--- config.mk ---
export PLATFORM = sky130hd
export DESIGN_NAME = combination_enumerator_unit_flat
export DESIGN_NICKNAME = d
export VERILOG_FILES = /design/src/rtl/core/cen_pkg.sv /design/src/rtl/core/cen_in_if.sv /design/src/rtl/core/cen_out_if.sv /design/src/rtl/core/cen_divider.sv /design/src/rtl/core/cen_datapath.sv /design/src/rtl/core/cen_ctrl.sv /design/src/rtl/core/combination_enumerator_unit.sv /design/src/flat_wrapper.sv
export SDC_FILE = /design/constraint.sdc
export NUM_CORES = 2
export LEC_CHECK = 0
export ABC_AREA = 1
export BUFFER_PORTS_ARGS = -buffer_cell sky130_fd_sc_hd__buf_2
export CELL_PAD_IN_SITES_DETAIL_PLACEMENT = 0
export CELL_PAD_IN_SITES_GLOBAL_PLACEMENT = 1
export CORE_MARGIN = 2
export CORE_UTILIZATION = 25
export CTS_CLUSTER_SIZE = 25
export DETAILED_ROUTE_END_ITERATION = 7
export HOLD_SLACK_MARGIN = 0.06
export PLACE_DENSITY_LB_ADDON = 0.1
export SLEW_MARGIN = 20
export SYNTH_ARGS = -nofsm -noshare
export SYNTH_HDL_FRONTEND = slang
export SYNTH_HIERARCHICAL = 1
export SYNTH_SLANG_ARGS = --single-unit
--- constraint.sdc ---
create_clock -name clk -period 5.2 [get_ports clk]
set_input_delay 1.04 -clock clk [delete_from_list [all_inputs] [get_ports clk]]
set_output_delay 1.04 -clock clk [all_outputs]
set_load 0.02 [all_outputs]
--- src/rtl/core/cen_pkg.sv ---
// Shared types, codes and default sizes for the combination enumerator.
// Used by the channel interfaces, the controller, the datapath and the top level.
// No dependencies.
package cen_pkg;

    // Default sizes handed to the top-level parameters
    localparam int CEN_MAX_K        = 16;
    localparam int CEN_ELEMENT_BITS = 8;
    localparam int CEN_COUNT_BITS   = 48;

    // Fixed field widths of the channels and registers
    localparam int CMD_W      = 2;
    localparam int POS_W      = 4;
    localparam int VAL_W      = 8;
    localparam int SET_SIZE_W = 8;
    localparam int CHOOSE_W   = 5;
    localparam int EXPL_W     = 48;
    localparam int CFG_IDX_W  = 2;
    localparam int CFG_DATA_W = 48;

    // Width of the binomial loop counter, divisor and remainder
    localparam int BIN_W = 8;

    // Reset values of the configuration registers
    localparam logic [SET_SIZE_W-1:0] SET_SIZE_RST = 8'd8;
    localparam logic [CHOOSE_W-1:0]   CHOOSE_RST   = 5'd2;

    typedef enum logic [CMD_W-1:0] {
        CMD_LOAD    = 2'd0,
        CMD_RESTART = 2'd1,
        CMD_NEXT    = 2'd2
    } cen_cmd_code_t;

    typedef enum logic [CFG_IDX_W-1:0] {
        CFG_SET_SIZE       = 2'd0,
        CFG_CHOOSE_SIZE    = 2'd1,
        CFG_COUNT_SOURCE   = 2'd2,
        CFG_EXPLICIT_COUNT = 2'd3
    } cen_cfg_reg_t;

    typedef enum logic [3:0] {
        ST_IDLE,
        ST_EXH,
        ST_FIRST,
        ST_SRCH_RD,
        ST_SRCH_CMP,
        ST_REFILL,
        ST_EMIT_RD,
        ST_EMIT_OUT,
        ST_BIN_CHK,
        ST_BIN_DIV1,
        ST_BIN_DIV2
    } cen_state_t;

    // Source of an output word
    typedef enum logic [1:0] {
        OUT_NONE,
        OUT_EXH,
        OUT_FIRST,
        OUT_MEM
    } cen_out_sel_t;

    // Controller to datapath
    typedef struct packed {
        logic         do_load;
        logic         do_restart;
        logic         idx_zero;
        logic         idx_last;
        logic         idx_inc;
        logic         idx_dec;
        logic         fill_write;
        logic         refill_write;
        logic         set_cur;
        logic         count_up;
        cen_out_sel_t out_sel;
        logic         bin_begin;
        logic         bin_mid;
        logic         bin_step;
        logic         bin_sat;
        logic         bin_done;
    } cen_ctl_t;

    // Datapath to controller
    typedef struct packed {
        logic sizes_ok;
        logic below_limit;
        logic before_first;
        logic need_binom;
        logic idx_is_last;
        logic idx_is_zero;
        logic found;
        logic out_free;
        logic div_done;
        logic bin_end;
        logic bin_ovf;
    } cen_stat_t;

endpackage

--- src/rtl/core/cen_in_if.sv ---
// Command channel: valid/ready handshake carrying one command word.
// Depends on cen_pkg for the field widths.
interface cen_in_if;
    import cen_pkg::*;

    logic             valid;
    logic             ready;
    logic [CMD_W-1:0] command;
    logic [POS_W-1:0] element_position;
    logic [VAL_W-1:0] element_value;

    modport source (output valid, output command, output element_position,
                    output element_value, input ready);
    modport sink   (input valid, input command, input element_position,
                    input element_value, output ready);
endinterface

--- src/rtl/core/cen_out_if.sv ---
// Result channel: valid/ready handshake carrying one element word.
// Depends on cen_pkg for the field widths.
interface cen_out_if;
    import cen_pkg::*;

    logic             valid;
    logic             ready;
    logic [POS_W-1:0] position;
    logic [VAL_W-1:0] value;
    logic             last_of_run;
    logic             exhausted;

    modport source (output valid, output position, output value, output last_of_run,
                    output exhausted, input ready);
    modport sink   (input valid, input position, input value, input last_of_run,
                    input exhausted, output ready);
endinterface

--- src/rtl/core/cen_divider.sv ---
// Restoring divider, one quotient bit per cycle, for the binomial loop.
// Depends on cen_pkg (BIN_W).
module cen_divider #(
    parameter int DW = cen_pkg::CEN_COUNT_BITS
) (
    input  logic                     clk,
    input  logic                     rst_n,
    input  logic                     start,
    input  logic [DW-1:0]            dividend,
    input  logic [cen_pkg::BIN_W-1:0] divisor,
    output logic                     done,
    output logic [DW-1:0]            quotient,
    output logic [cen_pkg::BIN_W-1:0] remainder
);
    import cen_pkg::*;

    localparam int CW = $clog2(DW);

    logic          busy_reg;
    logic          done_reg;
    logic [CW-1:0] cnt_reg;
    logic [DW-1:0] quo_reg;
    logic [BIN_W-1:0] rem_reg;
    logic [BIN_W-1:0] dvs_reg;

    logic [BIN_W:0]   rem_sh;
    logic [BIN_W+1:0] diff;
    logic             fits;

    // Trial subtraction of the divisor from the shifted remainder
    always_comb
    begin
        rem_sh = {rem_reg, quo_reg[DW-1]};
        diff   = {1'b0, rem_sh} - {2'b00, dvs_reg};
        fits   = ~diff[BIN_W+1];
    end

    // Sequencing
    always_ff @(posedge clk or negedge rst_n)
    begin
        if (!rst_n)
        begin
            busy_reg <= 1'b0;
            done_reg <= 1'b0;
            cnt_reg  <= '0;
        end
        else
        begin
            done_reg <= 1'b0;
            if (start)
            begin
                busy_reg <= 1'b1;
                cnt_reg  <= CW'(DW - 1);
            end
            else if (busy_reg)
            begin
                if (cnt_reg == '0)
                begin
                    busy_reg <= 1'b0;
                    done_reg <= 1'b1;
                end
                else
                begin
                    cnt_reg <= cnt_reg - CW'(1);
                end
            end
        end
    end

    // Quotient and remainder shift
    always_ff @(posedge clk)
    begin
        if (start)
        begin
            quo_reg <= dividend;
            rem_reg <= '0;
            dvs_reg <= divisor;
        end
        else if (busy_reg)
        begin
            quo_reg <= {quo_reg[DW-2:0], fits};
            rem_reg <= fits ? diff[BIN_W-1:0] : rem_sh[BIN_W-1:0];
        end
    end

    assign done      = done_reg;
    assign quotient  = quo_reg;
    assign remainder = rem_reg;
endmodule

--- src/rtl/core/cen_datapath.sv ---
// Datapath: configuration registers, element store, counters, binomial
// registers with their divider, and the output word register.
// Depends on cen_pkg and cen_divider.
module cen_datapath #(
    parameter int MAX_K        = cen_pkg::CEN_MAX_K,
    parameter int ELEMENT_BITS = cen_pkg::CEN_ELEMENT_BITS,
    parameter int COUNT_BITS   = cen_pkg::CEN_COUNT_BITS
) (
    input  logic                          clk,
    input  logic                          rst_n,
    input  logic                          cfg_we,
    input  logic [cen_pkg::CFG_IDX_W-1:0]  cfg_index,
    input  logic [cen_pkg::CFG_DATA_W-1:0] cfg_data,
    input  logic [cen_pkg::POS_W-1:0]      element_position,
    input  logic [cen_pkg::VAL_W-1:0]      element_value,
    input  cen_pkg::cen_ctl_t             ctl,
    output cen_pkg::cen_stat_t            stat,
    input  logic                          res_ready,
    output logic                          res_valid,
    output logic [cen_pkg::POS_W-1:0]      res_position,
    output logic [cen_pkg::VAL_W-1:0]      res_value,
    output logic                          res_last,
    output logic                          res_exhausted
);
    import cen_pkg::*;

    localparam int IDX_W  = $clog2(MAX_K);
    localparam int KW     = ((IDX_W > CHOOSE_W) ? IDX_W : CHOOSE_W) + 2;
    localparam int CMP_W  = ((ELEMENT_BITS > SET_SIZE_W + 1) ? ELEMENT_BITS : SET_SIZE_W + 1) + 1;
    localparam int PROD_W = COUNT_BITS + BIN_W + 1;
    localparam int RM_W   = 2 * BIN_W + 1;

    // Configuration registers
    logic [SET_SIZE_W-1:0] set_size_reg;
    logic [CHOOSE_W-1:0]   choose_size_reg;
    logic                  count_source_reg;
    logic [EXPL_W-1:0]     explicit_count_reg;

    // Element store
    logic [ELEMENT_BITS-1:0] elem_mem [MAX_K];
    logic [MAX_K-1:0]        elem_vld_reg;
    logic [ELEMENT_BITS-1:0] rd_data_reg;
    logic                    rd_vld_reg;
    logic                    wr_en;
    logic [IDX_W-1:0]        wr_addr;
    logic [ELEMENT_BITS-1:0] wr_data;
    logic [ELEMENT_BITS-1:0] rd_eff;

    // Walk state
    logic [IDX_W-1:0]        idx_reg;
    logic [ELEMENT_BITS-1:0] cur_reg;
    logic [COUNT_BITS-1:0]   issued_reg;
    logic [COUNT_BITS-1:0]   limit_reg;
    logic                    before_first_reg;

    // Binomial loop
    logic [BIN_W-1:0]      delta_reg;
    logic [BIN_W-1:0]      imax_reg;
    logic [BIN_W-1:0]      bi_reg;
    logic [BIN_W:0]        m_reg;
    logic [COUNT_BITS-1:0] ans_reg;
    logic [COUNT_BITS-1:0] q_reg;
    logic [PROD_W-1:0]     prod_reg;

    logic                  div_start;
    logic [COUNT_BITS-1:0] div_dividend;
    logic                  div_done;
    logic [COUNT_BITS-1:0] div_quo;
    logic [BIN_W-1:0]      div_rem;
    logic [RM_W-1:0]       rm_prod;
    logic [COUNT_BITS:0]   bin_sum;

    logic                  sizes_ok;
    logic                  n_eq_k;
    logic                  pos_ok;
    logic [SET_SIZE_W-1:0] rest;
    logic [COUNT_BITS-1:0] limit_sel;
    logic [CMP_W-1:0]      ceiling;
    logic                  out_free;

    // Configuration writes
    always_ff @(posedge clk or negedge rst_n)
    begin
        if (!rst_n)
        begin
            set_size_reg       <= SET_SIZE_RST;
            choose_size_reg    <= CHOOSE_RST;
            count_source_reg   <= 1'b0;
            explicit_count_reg <= '0;
        end
        else if (cfg_we)
        begin
            case (cfg_index)
                CFG_SET_SIZE:       set_size_reg       <= cfg_data[SET_SIZE_W-1:0];
                CFG_CHOOSE_SIZE:    choose_size_reg    <= cfg_data[CHOOSE_W-1:0];
                CFG_COUNT_SOURCE:   count_source_reg   <= cfg_data[0];
                CFG_EXPLICIT_COUNT: explicit_count_reg <= cfg_data[EXPL_W-1:0];
                default: ;
            endcase
        end
    end

    // Size checks and limit selection
    always_comb
    begin
        sizes_ok  = (choose_size_reg != '0) && (KW'(choose_size_reg) <= KW'(MAX_K)) &&
                    (SET_SIZE_W'(choose_size_reg) <= set_size_reg);
        n_eq_k    = (set_size_reg == SET_SIZE_W'(choose_size_reg));
        pos_ok    = (KW'(element_position) < KW'(MAX_K));
        rest      = set_size_reg - SET_SIZE_W'(choose_size_reg);
        limit_sel = count_source_reg ? COUNT_BITS'(explicit_count_reg) : limit_reg;
        ceiling   = CMP_W'(set_size_reg) - CMP_W'(choose_size_reg) + CMP_W'(idx_reg);
        rd_eff    = rd_vld_reg ? rd_data_reg : '0;
    end

    // Store write port
    always_comb
    begin
        wr_en   = 1'b0;
        wr_addr = idx_reg;
        wr_data = cur_reg;
        if (ctl.do_load && pos_ok)
        begin
            wr_en   = 1'b1;
            wr_addr = IDX_W'(element_position);
            wr_data = ELEMENT_BITS'(element_value);
        end
        else if (ctl.fill_write)
        begin
            wr_en   = 1'b1;
            wr_data = ELEMENT_BITS'(idx_reg);
        end
        else if (ctl.refill_write)
        begin
            wr_en = 1'b1;
        end
    end

    // Store array, read at the walk index
    always_ff @(posedge clk)
    begin
        if (wr_en)
        begin
            elem_mem[wr_addr] <= wr_data;
        end
        rd_data_reg <= elem_mem[idx_reg];
    end

    // Written marks; unwritten entries read as zero
    always_ff @(posedge clk or negedge rst_n)
    begin
        if (!rst_n)
        begin
            elem_vld_reg <= '0;
            rd_vld_reg   <= 1'b0;
        end
        else
        begin
            if (wr_en)
            begin
                elem_vld_reg[wr_addr] <= 1'b1;
            end
            rd_vld_reg <= elem_vld_reg[idx_reg];
        end
    end

    // Walk index, running value, counters
    always_ff @(posedge clk or negedge rst_n)
    begin
        if (!rst_n)
        begin
            idx_reg          <= '0;
            cur_reg          <= '0;
            issued_reg       <= '0;
            limit_reg        <= '0;
            before_first_reg <= 1'b1;
        end
        else
        begin
            if (ctl.idx_zero)
            begin
                idx_reg <= '0;
            end
            else if (ctl.idx_last)
            begin
                idx_reg <= IDX_W'(choose_size_reg - CHOOSE_W'(1));
            end
            else if (ctl.idx_inc)
            begin
                idx_reg <= idx_reg + IDX_W'(1);
            end
            else if (ctl.idx_dec)
            begin
                idx_reg <= idx_reg - IDX_W'(1);
            end

            if (ctl.set_cur)
            begin
                cur_reg <= rd_eff + ELEMENT_BITS'(1);
            end
            else if (ctl.refill_write)
            begin
                cur_reg <= cur_reg + ELEMENT_BITS'(1);
            end

            if (ctl.do_load)
            begin
                issued_reg       <= '0;
                before_first_reg <= 1'b0;
            end
            else if (ctl.do_restart)
            begin
                issued_reg       <= '0;
                before_first_reg <= 1'b1;
                if (!count_source_reg)
                begin
                    if (!sizes_ok)
                    begin
                        limit_reg <= '0;
                    end
                    else if (n_eq_k)
                    begin
                        limit_reg <= COUNT_BITS'(1);
                    end
                end
            end
            else if (ctl.count_up)
            begin
                issued_reg       <= issued_reg + COUNT_BITS'(1);
                before_first_reg <= 1'b0;
            end
            else if (ctl.bin_sat)
            begin
                limit_reg <= '1;
            end
            else if (ctl.bin_done)
            begin
                limit_reg <= ans_reg;
            end
        end
    end

    // Binomial loop registers
    always_ff @(posedge clk)
    begin
        if (ctl.do_restart)
        begin
            delta_reg <= (SET_SIZE_W'(choose_size_reg) < rest) ? rest
                         : SET_SIZE_W'(choose_size_reg);
            imax_reg  <= (SET_SIZE_W'(choose_size_reg) < rest)
                         ? SET_SIZE_W'(choose_size_reg) : rest;
            ans_reg   <= COUNT_BITS'((SET_SIZE_W'(choose_size_reg) < rest) ? rest
                         : SET_SIZE_W'(choose_size_reg)) + COUNT_BITS'(1);
            bi_reg    <= BIN_W'(2);
        end
        else if (ctl.bin_step)
        begin
            ans_reg <= bin_sum[COUNT_BITS-1:0];
            bi_reg  <= bi_reg + BIN_W'(1);
        end
        if (ctl.bin_begin)
        begin
            m_reg <= (BIN_W + 1)'(delta_reg) + (BIN_W + 1)'(bi_reg);
        end
        if (ctl.bin_mid)
        begin
            q_reg <= div_quo;
        end
        prod_reg <= PROD_W'(q_reg) * PROD_W'(m_reg);
    end

    // Shared divider: ans / i, then (r * m) / i
    assign rm_prod      = RM_W'(div_rem) * RM_W'(m_reg);
    assign div_start    = ctl.bin_begin | ctl.bin_mid;
    assign div_dividend = ctl.bin_mid ? COUNT_BITS'(rm_prod) : ans_reg;
    assign bin_sum      = {1'b0, prod_reg[COUNT_BITS-1:0]} + {1'b0, div_quo};

    cen_divider #(
        .DW (COUNT_BITS)
    ) u_div (
        .clk       (clk),
        .rst_n     (rst_n),
        .start     (div_start),
        .dividend  (div_dividend),
        .divisor   (bi_reg),
        .done      (div_done),
        .quotient  (div_quo),
        .remainder (div_rem)
    );

    // Output word register
    assign out_free = ~res_valid | res_ready;

    always_ff @(posedge clk or negedge rst_n)
    begin
        if (!rst_n)
        begin
            res_valid <= 1'b0;
        end
        else if (ctl.out_sel != OUT_NONE)
        begin
            res_valid <= 1'b1;
        end
        else if (res_ready)
        begin
            res_valid <= 1'b0;
        end
    end

    always_ff @(posedge clk)
    begin
        case (ctl.out_sel)
            OUT_EXH:
            begin
                res_position  <= '0;
                res_value     <= '0;
                res_last      <= 1'b1;
                res_exhausted <= 1'b1;
            end
            OUT_FIRST:
            begin
                res_position  <= POS_W'(idx_reg);
                res_value     <= VAL_W'(idx_reg);
                res_last      <= stat.idx_is_last;
                res_exhausted <= 1'b0;
            end
            OUT_MEM:
            begin
                res_position  <= POS_W'(idx_reg);
                res_value     <= VAL_W'(rd_eff);
                res_last      <= stat.idx_is_last;
                res_exhausted <= 1'b0;
            end
            default: ;
        endcase
    end

    // Status back to the controller
    always_comb
    begin
        stat.sizes_ok     = sizes_ok;
        stat.below_limit  = (issued_reg < limit_sel);
        stat.before_first = before_first_reg;
        stat.need_binom   = ~count_source_reg & sizes_ok & ~n_eq_k;
        stat.idx_is_last  = (KW'(idx_reg) == KW'(choose_size_reg) - KW'(1));
        stat.idx_is_zero  = (idx_reg == '0);
        stat.found        = (CMP_W'(rd_eff) < ceiling);
        stat.out_free     = out_free;
        stat.div_done     = div_done;
        stat.bin_end      = (bi_reg > imax_reg);
        stat.bin_ovf      = (|prod_reg[PROD_W-1:COUNT_BITS]) | bin_sum[COUNT_BITS];
    end
endmodule

--- src/rtl/core/cen_ctrl.sv ---
// Controller state machine: decodes commands and sequences the search,
// refill, emission and binomial steps of the datapath.
// Depends on cen_pkg.
module cen_ctrl (
    input  logic                     clk,
    input  logic                     rst_n,
    input  logic                     item_valid,
    input  logic [cen_pkg::CMD_W-1:0] command,
    input  cen_pkg::cen_stat_t       stat,
    output logic                     item_ready,
    output cen_pkg::cen_ctl_t        ctl
);
    import cen_pkg::*;

    cen_state_t state_reg;
    cen_state_t state_next;

    // State register
    always_ff @(posedge clk or negedge rst_n)
    begin
        if (!rst_n)
        begin
            state_reg <= ST_IDLE;
        end
        else
        begin
            state_reg <= state_next;
        end
    end

    // Next state and datapath commands
    always_comb
    begin
        state_next = state_reg;
        item_ready = 1'b0;
        ctl        = '0;
        ctl.out_sel = OUT_NONE;
        case (state_reg)
            ST_IDLE:
            begin
                item_ready = 1'b1;
                if (item_valid)
                begin
                    case (command)
                        CMD_LOAD:
                        begin
                            ctl.do_load = 1'b1;
                        end
                        CMD_RESTART:
                        begin
                            ctl.do_restart = 1'b1;
                            if (stat.need_binom)
                            begin
                                state_next = ST_BIN_CHK;
                            end
                        end
                        CMD_NEXT:
                        begin
                            if (!stat.sizes_ok || !stat.below_limit)
                            begin
                                state_next = ST_EXH;
                            end
                            else if (stat.before_first)
                            begin
                                ctl.idx_zero = 1'b1;
                                state_next   = ST_FIRST;
                            end
                            else
                            begin
                                ctl.idx_last = 1'b1;
                                state_next   = ST_SRCH_RD;
                            end
                        end
                        default: ;
                    endcase
                end
            end
            ST_EXH:
            begin
                if (stat.out_free)
                begin
                    ctl.out_sel = OUT_EXH;
                    state_next  = ST_IDLE;
                end
            end
            // First combination: write and emit 0..k-1
            ST_FIRST:
            begin
                if (stat.out_free)
                begin
                    ctl.fill_write = 1'b1;
                    ctl.out_sel    = OUT_FIRST;
                    if (stat.idx_is_last)
                    begin
                        ctl.count_up = 1'b1;
                        state_next   = ST_IDLE;
                    end
                    else
                    begin
                        ctl.idx_inc = 1'b1;
                    end
                end
            end
            ST_SRCH_RD:
            begin
                state_next = ST_SRCH_CMP;
            end
            // Rightmost element below its ceiling
            ST_SRCH_CMP:
            begin
                if (stat.found)
                begin
                    ctl.set_cur = 1'b1;
                    state_next  = ST_REFILL;
                end
                else if (stat.idx_is_zero)
                begin
                    state_next = ST_EXH;
                end
                else
                begin
                    ctl.idx_dec = 1'b1;
                    state_next  = ST_SRCH_RD;
                end
            end
            ST_REFILL:
            begin
                ctl.refill_write = 1'b1;
                if (stat.idx_is_last)
                begin
                    ctl.count_up = 1'b1;
                    ctl.idx_zero = 1'b1;
                    state_next   = ST_EMIT_RD;
                end
                else
                begin
                    ctl.idx_inc = 1'b1;
                end
            end
            ST_EMIT_RD:
            begin
                state_next = ST_EMIT_OUT;
            end
            ST_EMIT_OUT:
            begin
                if (stat.out_free)
                begin
                    ctl.out_sel = OUT_MEM;
                    if (stat.idx_is_last)
                    begin
                        state_next = ST_IDLE;
                    end
                    else
                    begin
                        ctl.idx_inc = 1'b1;
                        state_next  = ST_EMIT_RD;
                    end
                end
            end
            // Binomial: one multiply-then-divide term per pass
            ST_BIN_CHK:
            begin
                if (stat.bin_end)
                begin
                    ctl.bin_done = 1'b1;
                    state_next   = ST_IDLE;
                end
                else
                begin
                    ctl.bin_begin = 1'b1;
                    state_next    = ST_BIN_DIV1;
                end
            end
            ST_BIN_DIV1:
            begin
                if (stat.div_done)
                begin
                    ctl.bin_mid = 1'b1;
                    state_next  = ST_BIN_DIV2;
                end
            end
            ST_BIN_DIV2:
            begin
                if (stat.div_done)
                begin
                    if (stat.bin_ovf)
                    begin
                        ctl.bin_sat = 1'b1;
                        state_next  = ST_IDLE;
                    end
                    else
                    begin
                        ctl.bin_step = 1'b1;
                        state_next   = ST_BIN_CHK;
                    end
                end
            end
            default:
            begin
                state_next = ST_IDLE;
            end
        endcase
    end
endmodule

--- src/rtl/core/combination_enumerator_unit.sv ---
// Channel     | Dir | Handshake     | Word
// ------------+-----+---------------+-------------------------------------------
// item        | in  | valid/ready   | command, element_position, element_value
// result      | out | valid/ready   | position, value, last_of_run, exhausted
// cfg         | in  | cfg_we strobe | cfg_index, cfg_data
//
// Load, unknown codes and a plain restart are handled in the idle state. A restart with
// a computed limit runs the bit-serial divider twice per binomial term and stops early
// when the limit saturates. Next writes and emits 0..k-1 for the first combination;
// later it scans down for the element to bump, refills the positions after it and emits
// the k words. An exhausted walk, or one where nothing advances, gives an exhausted word.
// Output stalls hold the emission; reset is asynchronous, active low, config to defaults.
// Top level of the combination enumerator. Depends on cen_pkg, cen_in_if,
// cen_out_if, cen_ctrl and cen_datapath.
module combination_enumerator_unit #(
    parameter int MAX_K        = cen_pkg::CEN_MAX_K,
    parameter int ELEMENT_BITS = cen_pkg::CEN_ELEMENT_BITS,
    parameter int COUNT_BITS   = cen_pkg::CEN_COUNT_BITS
) (
    input  logic                          clk,
    input  logic                          rst_n,
    input  logic                          cfg_we,
    input  logic [cen_pkg::CFG_IDX_W-1:0]  cfg_index,
    input  logic [cen_pkg::CFG_DATA_W-1:0] cfg_data,
    cen_in_if.sink                        item,
    cen_out_if.source                     result
);
    import cen_pkg::*;

    cen_ctl_t  ctl;
    cen_stat_t stat;
    logic      item_ready;

    assign item.ready = item_ready;

    // Controller
    cen_ctrl u_ctrl (
        .clk        (clk),
        .rst_n      (rst_n),
        .item_valid (item.valid),
        .command    (item.command),
        .stat       (stat),
        .item_ready (item_ready),
        .ctl        (ctl)
    );

    // Datapath
    cen_datapath #(
        .MAX_K        (MAX_K),
        .ELEMENT_BITS (ELEMENT_BITS),
        .COUNT_BITS   (COUNT_BITS)
    ) u_dp (
        .clk              (clk),
        .rst_n            (rst_n),
        .cfg_we           (cfg_we),
        .cfg_index        (cfg_index),
        .cfg_data         (cfg_data),
        .element_position (item.element_position),
        .element_value    (item.element_value),
        .ctl              (ctl),
        .stat             (stat),
        .res_ready        (result.ready),
        .res_valid        (result.valid),
        .res_position     (result.position),
        .res_value        (result.value),
        .res_last         (result.last_of_run),
        .res_exhausted    (result.exhausted)
    );
endmodule

--- src/flat_wrapper.sv ---
// flat-port wrapper written by rule: the top's interface ports become plain ports
module combination_enumerator_unit_flat import cen_pkg::*;
#(
    parameter int MAX_K        = cen_pkg::CEN_MAX_K,
    parameter int ELEMENT_BITS = cen_pkg::CEN_ELEMENT_BITS,
    parameter int COUNT_BITS   = cen_pkg::CEN_COUNT_BITS
)
  (clk, rst_n, cfg_we, cfg_index, cfg_data, item_valid, item_command, item_element_position, item_element_value, item_ready, result_valid, result_position, result_value, result_last_of_run, result_exhausted, result_ready);
  cen_in_if item_i ();
  cen_out_if result_i ();
  input  logic clk;
  input  logic rst_n;
  input  logic cfg_we;
  input  logic [cen_pkg::CFG_IDX_W-1:0] cfg_index;
  input  logic [cen_pkg::CFG_DATA_W-1:0] cfg_data;
  input wire logic [$bits(item_i.valid)-1:0] item_valid;
  input wire logic [$bits(item_i.command)-1:0] item_command;
  input wire logic [$bits(item_i.element_position)-1:0] item_element_position;
  input wire logic [$bits(item_i.element_value)-1:0] item_element_value;
  output wire logic [$bits(item_i.ready)-1:0] item_ready;
  output wire logic [$bits(result_i.valid)-1:0] result_valid;
  output wire logic [$bits(result_i.position)-1:0] result_position;
  output wire logic [$bits(result_i.value)-1:0] result_value;
  output wire logic [$bits(result_i.last_of_run)-1:0] result_last_of_run;
  output wire logic [$bits(result_i.exhausted)-1:0] result_exhausted;
  input wire logic [$bits(result_i.ready)-1:0] result_ready;
  assign item_i.valid = item_valid;
  assign item_i.command = item_command;
  assign item_i.element_position = item_element_position;
  assign item_i.element_value = item_element_value;
  assign item_ready = item_i.ready;
  assign result_valid = result_i.valid;
  assign result_position = result_i.position;
  assign result_value = result_i.value;
  assign result_last_of_run = result_i.last_of_run;
  assign result_exhausted = result_i.exhausted;
  assign result_i.ready = result_ready;
  combination_enumerator_unit #(.MAX_K(MAX_K), .ELEMENT_BITS(ELEMENT_BITS), .COUNT_BITS(COUNT_BITS)) u_core (.clk(clk), .rst_n(rst_n), .cfg_we(cfg_we), .cfg_index(cfg_index), .cfg_data(cfg_data), .item(item_i), .result(result_i));
endmodule
==> impl_metrics.json <==
{
  "endpoint_kind": "flop",
  "io_pins": 85,
  "ys_async_sr_fraction": 0.334,
  "final_cell_mix": "1346 x nand2_1, 1181 x inv_1, 420 x nor2_1",
  "track_usage": 0.176,
  "tns_ps": 0,
  "hold_buffers": 0,
  "worstPathBufferInverterCount": 6,
  "synth.ff_latch_count": 601,
  "drive_gt1_frac": 0.126,
  "finalHoldViolCount": 0,
  "yosysWarnings": 6,
  "firstDrtPassIters": 5,
  "clock_latency_ps": 710,
  "route.detailed.drc": 0,
  "gp_congestion": 0.872,
  "hold_path_class": "in2async",
  "dp_hpwl_um": 132000,
  "final_common_cell": "nand2_1",
  "grt_pass1_wl_um": 257000,
  "rsz0062_at_grt": "yes",
  "wl_um": 174000,
  "path_clk_slew_ps": 70,
  "synthToLayoutAreaGrowth_pct": 19.0,
  "crit_path_start_kind": "flop",
  "grt_pass1_vias": 40000,
  "stdcell_area_um2": 56600,
  "largest_register_ffs": 128,
  "tightest_slew_ps": 981,
  "via_per_inst": 4.44,
  "drt_iter0_markers": 2127,
  "critPathMaxStageDelay_ps": 590,
  "status": "completed",
  "cpMostUsedCell": "fa_1",
  "startpoint": "u_core/u_dp/m_reg[0]$_DFFE_PP_",
  "synth.avg_cell_area_um2": 8.14,
  "netlist_area_um2": 47500,
  "clockBufferDepth": 3,
  "synth_edf_count": 319,
  "synth-main-ff-cell": "edfxtp_1",
  "htreeDepth": 3,
  "overflow": 0,
  "post_dp_cell_area_um2": 52600,
  "arrival_ps": 5700,
  "antenna_found_initial": 10,
  "yosysSeqAreaShare": 0.342,
  "fin_skew_ps": 49.5,
  "fin_crit_sh": 0.983,
  "cts_tree": "yes",
  "routedWlPerCell_um": 20.2,
  "nets": 6774,
  "path_class": "reg2reg",
  "initial_core_util": 0.251,
  "io_buffers": 84,
  "grt_start_max_net_pins": 78,
  "cts_sinks": 601,
  "cts_root_buf": "clkbuf_16",
  "critPathTopFamily": "adder cells",
  "setup_viol": 0,
  "die_w_um": 440,
  "r2r-start": "u_core/u_dp/m_reg[0]$_DFFE_PP_",
  "cts_buffers": 79,
  "cpMaxStageDelayCell": "fa_1",
  "maxSlewViolCount": 0,
  "min_period_ps": 5110,
  "ant_nets": 0,
  "path_cells": "buf_4, buf_12, clkbuf_16, nand2_1, fa_1, inv_1, fa_1, fa_1, fa_1, ha_4, nand2_1, buf_4, nor2_2, nand4_1, nor3_4, buf_4, a21oi_4, o21bai_2, xor2_2",
  "maxCapViolations": 0,
  "die_h_um": 440,
  "worstPathMaxFanout": 18,
  "utilization": 0.298,
  "vias": 38400,
  "syn_inst": 5842,
  "fmaxAchievable_mhz": 196,
  "relSlewSlack": 0.342,
  "die_area_um2": 194000,
  "ys_types": 69,
  "rows": 160,
  "coreArea_um2": 190000,
  "cp.required_ps": 5790
}
==> worst paths after layout <==
kind	end	slack, ps	depth (start not counted)
max in group asynchronous	u_core/u_dp/limit_reg[32]$_DFFE_PN0P_	3680	2
min in group clk	u_core/u_dp/elem_vld_reg[14]$_DFFE_PN0N_	460	2
worst max-delay path	u_core/u_dp/prod_reg[26]$_DFF_P_	90	19
worst min register to register	u_core/u_dp/elem_vld_reg[14]$_DFFE_PN0N_	460	2
worst min-delay path	u_core/u_dp/res_valid$_DFFE_PN0P_	300	1
worst max register to register	u_core/u_dp/prod_reg[26]$_DFF_P_	90	19
==> worst reg2reg max path: cells and delay by family (launching register included) <==
family,cells,cell delay [ps]
adders and majority gates,5,2350
buffers and inverters,6,880
and+or+nand+nor,5,800
DFF,1,380
AOI/OAI and AO/OA,2,320
xor gates and xnor gates,1,260
==> cells by family after synthesis <==
group           share of synthesized area
compound gates                      0.103
xor+xnor                           0.0173
fa+ha+maj                           0.226
buf+inv                             0.112
flops                               0.342
mux                               0.00948
other cells                     0.0000789
simple gates                        0.190
==> final cells by class <==
cell class | count | area, um^2
Inverter | 1199 | 4500
Sequential cell | 601 | 16200
Tap cell | 2511 | 3140
Clock inverter | 38 | 424
Antenna cell | 2 | 5.00
Fill cell | 20400 | 133000
Clock buffer | 109 | 2210
Multi-Input combinational cell | 3829 | 26900
Timing Repair Buffer | 361 | 3160
==> Yosys cell counts, types with 32 or more instances <==
cell      count  area share
a21o_1       34      0.0054
a21oi_1     235       0.025
a31oi_1      32      0.0042
clkbuf_1    181       0.014
dfrtp_1     198        0.10
dfxtp_1      81       0.034
edfxtp_1    319        0.20
fa_1        371        0.16
ha_1        263       0.069
inv_1      1190       0.094
mux2_2       40      0.0095
nand2_1    1353        0.11
nand3_1     186       0.020
nand4_1      40      0.0053
nor2_1      453       0.036
nor3_1       48      0.0051
o21ai_0     357       0.038
o22ai_1      80       0.011
xor2_1       67       0.012
==> metrics by stage <==
stage,hold slack [ps],setup slack [ps],std cells
after floorplan,427,384,5844
final,303,89.9,8650
after global routing,340,-63.1,8650
after detailed placement,446,-207,8469
after global placement,437,-263,8469
after CTS,287,-7.39,8616
==> metal layers <==
metal / vias up / GRT usage / wire (um)
met3: 168 / 0.0189 / 5480
met4: 8 / 0.0435 / 3800
met1: 18800 / 0.246 / 84100
li1: 18900 / - / -
met2: 583 / 0.289 / 81000
met5: - / 0 / 41
==> timing repair <==
item                                    4_1_cts  5_1_grt
buffers inserted                              0       24
pin swaps                                     0       32
gates resized for setup                      21      193
endpoints found under the setup margin       17       41
gates cloned                                  0        8
Power is left out: the tool's default activity adds up to more than one toggle a clock period on the data nets, which glitch-free logic cannot reach.
